--- config.mk ---
export PLATFORM = sky130hd
export DESIGN_NAME = ssra_scan
export DESIGN_NICKNAME = d
export VERILOG_FILES = /design/src/design/ssra_pkg.sv /design/src/design/ssra_scan.sv
export SDC_FILE = /design/constraint.sdc
export NUM_CORES = 1
export LEC_CHECK = 0
export ABC_AREA = 1
export ABC_CLOCK_PERIOD_IN_PS = 3000
export BUFFER_PORTS_ARGS = -buffer_cell sky130_fd_sc_hd__clkbuf_2
export CAP_MARGIN = 20
export CORE_MARGIN = 2
export CORE_UTILIZATION = 25
export CTS_BUF_LIST = sky130_fd_sc_hd__clkbuf_16
export CTS_CLUSTER_DIAMETER = 40
export DETAILED_ROUTE_END_ITERATION = 8
export HOLD_SLACK_MARGIN = 0.15
export PLACE_DENSITY = 0.45
export REMOVE_ABC_BUFFERS = 1
export SYNTH_ARGS = -nofsm -noshare
export SYNTH_HDL_FRONTEND = slang
export SYNTH_SLANG_ARGS = --single-unit
--- constraint.sdc ---
create_clock -name clk -period 3 [get_ports clk]
set_input_delay 0.15 -clock clk [delete_from_list [all_inputs] [get_ports clk]]
set_output_delay 0.15 -clock clk [all_outputs]
set_load 0.005 [all_outputs]
--- src/design/ssra_pkg.sv ---
package ssra_pkg;

  localparam int CNT_W   = 13;
  localparam int SLOT_W  = 12;
  localparam int COUNT_W = 8;
  localparam int OVF_W   = 32;
  localparam int SLOT_CAP = 4096;

  localparam logic [COUNT_W-1:0] STICKY     = 8'd255;
  localparam logic [COUNT_W-1:0] FRESH_REFS = 8'd2;
  localparam logic [CNT_W-1:0]   FREE_MAX   = 13'd8191;
  localparam logic [OVF_W-1:0]   OVF_DEC    = ~32'd0;
  localparam logic [OVF_W-1:0]   OVF_INC    = 32'd1;
  localparam logic [OVF_W-1:0]   OVF_BULK   = 32'd255;

  typedef enum logic [1:0] {
    K_ALLOC,
    K_RELEASE,
    K_DUP,
    K_QUERY
  } kind_t;

  typedef enum logic [1:0] {
    ST_OK,
    ST_NO_FREE,
    ST_BAD_SLOT,
    ST_OVF_EMPTY
  } status_t;

  typedef enum logic [2:0] {
    S_CLEAR,
    S_IDLE,
    S_READ,
    S_EXEC,
    S_SCAN,
    S_DRAIN,
    S_FINISH
  } state_t;

  typedef struct packed {
    logic             load;
    logic             run;
    logic [CNT_W-1:0] start;
    logic [CNT_W-1:0] lim;
  } scan_ctl_t;

  typedef struct packed {
    logic             issue;
    logic [CNT_W-1:0] pos;
    logic             rd_vld;
    logic [CNT_W-1:0] rd_pos;
    logic             left_zero;
  } scan_sts_t;

endpackage

--- src/design/ssra_scan.sv ---
module ssra_scan (
  input  logic                 clk,
  input  logic                 rst,
  input  ssra_pkg::scan_ctl_t  ctl,
  output ssra_pkg::scan_sts_t  sts
);
  import ssra_pkg::*;

  logic [CNT_W-1:0] pos;
  logic [CNT_W-1:0] left;
  logic [CNT_W-1:0] rd_pos;
  logic             rd_vld;
  logic             issue;
  logic [CNT_W-1:0] pos_inc;
  logic [CNT_W-1:0] pos_next;

  assign issue    = ctl.run && (left != '0);
  assign pos_inc  = pos + 1'b1;
  // wrap to slot zero at the end of the active range
  assign pos_next = (pos_inc == ctl.lim) ? '0 : pos_inc;

  always_ff @(posedge clk) begin
    if (rst) begin
      left   <= '0;
      rd_vld <= 1'b0;
    end else if (ctl.load) begin
      pos    <= ctl.start;
      left   <= ctl.lim;
      rd_vld <= 1'b0;
    end else begin
      rd_vld <= issue;
      if (issue) begin
        pos    <= pos_next;
        left   <= left - 1'b1;
        rd_pos <= pos;
      end
    end
  end

  assign sts.issue     = issue;
  assign sts.pos       = pos;
  assign sts.rd_vld    = rd_vld;
  assign sts.rd_pos    = rd_pos;
  assign sts.left_zero = (left == '0);

endmodule
==> Flow_metrics.wiki <==
{| class="wikitable"
! Metric !! Value
|-
| Final cycle utilization of the critical path || 77.0%
|-
| Largest net degree at the start of global routing || 40
|-
| Vias after detailed routing || 2204
|-
| IR drop worst, VDD || 0.240 mV
|-
| Site Rows || 35
|-
| Post-Synthesis Cell Area || 0.00237 mm^2
|-
| Number of DRC markers after the initial detailed-route iteration || 83
|-
| Met3 usage in global routing || 3.11%
|-
| Avg Vias per Cell || 4.22
|-
| Cell Pwr Density || 485 mW/mm^2
|-
| Full die area || 0.0103 mm^2
|-
| Switching share of power || 28.7%
|-
| Relative slew margins || 70.9%
|-
| Minimum hold slack || 150 ps
|-
| Timing-limited maximum frequency || 0.433 GHz
|-
| Post-synth EDFFs || 26
|-
| Required time of the worst setup path || 3040 ps
|-
| Global placer's final weighted congestion || 0.808
|-
| WL final || 6370 um
|-
| Synth area leaders || sky130_fd_sc_hd__edfxtp_1 (33%), sky130_fd_sc_hd__nand2_1 (20%), sky130_fd_sc_hd__dfxtp_1 (12%)
|-
| Internal cell power || 1.05 mW
|-
| Warnings, synthesis || 0
|-
| Net switching power || 0.421 mW
|-
| Library cell with the largest summed area after synthesis || sky130_fd_sc_hd__edfxtp_1
|-
| Ratio of cells with drive above 1 in the final layout || 20.4%
|-
| Maxcap violations || 0
|-
| Standard cell core area || 0.00924 mm^2
|-
| DIE HEIGHT || 101 um
|-
| Leakage dissipation || 1.43 nW
|-
| Seq/Total Area, Yosys || 44.7%
|-
| Setup repair after global routing missed its margin || no
|-
| Nets || 424
|-
| Effective utilization at floorplan || 25.7%
|-
| Fraction of met2 tracks used by global routing || 22.7%
|-
| Type of the worst setup path || reg -> reg
|-
| Worst-case clock buffer depth || 2
|-
| Number of distinct library cells after synthesis || 29
|-
| Slew at the pin with the worst max-slew slack || 437 ps
|-
| Number of pins exceeding their max-slew limit in the final report || 0
|-
| Top cells by instance count after synthesis || sky130_fd_sc_hd__nand2_1 (127), sky130_fd_sc_hd__inv_1 (33), sky130_fd_sc_hd__nor2_1 (33)
|-
| Flip-flop and latch count after synthesis || 40
|-
| Average cell area after synthesis || 7.33 um^2
|-
| Mapped Cells || 324
|-
| CTS clk-pin slew, worst paths || 70 ps
|-
| Grt peak-use layer || met2
|-
| M1 GR Usage || 15.6%
|-
| DP HPWL || 4760 um
|-
| Final critical delay including setup and external delays || 2310 ps
|-
| Clock buffers created by TritonCTS || 5
|-
| Number of global-route vias before repair || 2071
|-
| Signal arrival time at the worst endpoint || 2350 ps
|-
| Clock root buffer || sky130_fd_sc_hd__clkbuf_16
|-
| Area added between synthesis and finish || 27.5%
|-
| DR pass1 iterations || 4
|-
| Skew final || 8.38 ps
|-
| Dominant register cell in the synthesized netlist || sky130_fd_sc_hd__edfxtp_1
|-
| DR WL/cell || 12.2 um
|-
| DRC violations left || 0
|-
| Share of the synthesized area in the top cell type || 32.9%
|-
| Async set-reset flop share out of synthesis || 0%
|-
| Library cell with the highest instance count after synthesis || sky130_fd_sc_hd__nand2_1
|-
| Hold violation count in the final report || 0
|-
| Number of nets with antenna violations after routing || 0
|-
| Count of antenna diodes in the layout || 0
|-
| TritonCTS clock tree || done
|-
| Nature of the critical path startpoint || register
|-
| Initial antenna violation count || 0
|-
| Total instance count after detailed placement || 506
|-
| Ports || 59
|-
| Category of the worst setup path capture point || register
|-
| Count of H-tree levels built during CTS || 2
|-
| Aggregate global routing overflow || 0
|-
| Power share of the clock group || 35.8%
|-
| GRT Resource Usage Total || 12.8%
|-
| Count of input and output buffers || 58
|-
| Status || complete, no violations
|-
| Worst min-delay path class || in -> reg
|-
| Fin cells || 522
|-
| Wire length of the first global-routing pass || 10100 um
|-
| Clock tree sinks || 40
|-
| Post-cts sizing count || 0
|-
| Worst Path Max Fanout || 13
|-
| Part of the total power dissipated in combinational logic || 19.0%
|-
| PnR Total Power || 1.47 mW
|-
| Layout fillers || 1028
|-
| Final total negative setup slack || 0 ps
|-
| Register area || 0.00106 mm^2
|-
| Clock latency on the worst-skew pair || 280 ps
|-
| Number of setup violations in the final report || 0
|-
| Flop pwr share || 45.2%
|-
| Die width || 101 um
|-
| Combined area of the multi-input logic cells || 0.00114 mm^2
|}
[per-layer routing]
metal / up-vias / routed length, um
met4: 0 / 59
met5: - / 0
met3: 5 / 291
li1: 1174 / -
met2: 38 / 3050
met1: 987 / 2970
[final timing paths]
check        slack (ps)    start  depth (start not counted)       to
max                 690   pos[0]                         11   pos[0]
min                 150  ctl[13]                          3   pos[0]
max reg2reg         690   pos[0]                         11   pos[0]
min reg2reg         470  left[0]                          2  left[0]
[power by group through the flow]
stage	Clock (mW)	Sequential (mW)	Combinational, mW
CTS	0.544	0.663	0.284
global route	0.561	0.670	0.322
finish	0.525	0.663	0.278
detailed placement	0	0.675	0.274
global placement	0	0.675	0.273
floorplan	0	0.670	0.173
[flip-flops by register name, summed over array words and instances, names as in the netlist]
register,count
pos,13
rd_pos,13
rd_vld,1
left,13
[cells in the final DEF, fill, tap and decap left out, drive strengths merged]
master	instances
a22oi	5
a31oi	2
nand3	18
nand3b	4
o21ai	9
ha	2
xor3	1
dfxtp	14
o22ai	2
buf	3
nor3	7
edfxtp	26
nand2	128
inv	34
xor2	9
dlygate4sd3	8
o31ai	1
nor2	39
xnor2	1
a21oi	11
clkinv	4
nand4	2
clkbuf	63
[through the flow]
step / setup WS (ps) / cell area [um^2] / utilization, %
2_1_floorplan: 634 / 2330 / -
3_3_place_gp: 734 / 2810 / 30.4
3_5_place_dp: 673 / 2810 / 30.4
4_1_cts: 655 / 3030 / 32.8
5_1_grt: 415 / 3030 / 32.8
6_report: 689 / 3030 / 32.8
[timing repair]
item / CTS / global route
endpoints found under the hold margin: 8 / 0
setup buffers: 0 / 0
hold buffers: 8 / 0
[layout make-up]
class / count / area share, %
Clock buffer: 5 / 4.13
Clock inverter: 3 / 0.455
Timing Repair Buffer: 69 / 13.0
Sequential cell: 40 / 35.1
Multi-Input combinational cell: 241 / 37.7
Inverter: 35 / 4.38
Tap cell: 129 / 5.33
[worst max-delay path, stage by stage, from the launching register on]
cell and delay [ps]:
sky130_fd_sc_hd__edfxtp_1 460, sky130_fd_sc_hd__ha_1 230, sky130_fd_sc_hd__nand3_1 130, sky130_fd_sc_hd__nor2_1 180
sky130_fd_sc_hd__nand2_1 120, sky130_fd_sc_hd__xor2_1 170, sky130_fd_sc_hd__nand2_1 70, sky130_fd_sc_hd__nand2_1 70
sky130_fd_sc_hd__nor2_1 130, sky130_fd_sc_hd__nand3_2 300, sky130_fd_sc_hd__nand2_1 160, sky130_fd_sc_hd__nand2_1 60
[cells by family after synthesis]
family                     count (synthesis)  share of synthesized area [%]
AOI/OAI and AO/OA                         30                           7.64
xor gates and xnor gates                  11                           4.69
adders and majority gates                  2                           1.05
buffers and inverters                     43                           7.49
DFF                                       40                           44.7
and+or+nand+nor                          198                           34.4
(Power assumes the default switching activity.)
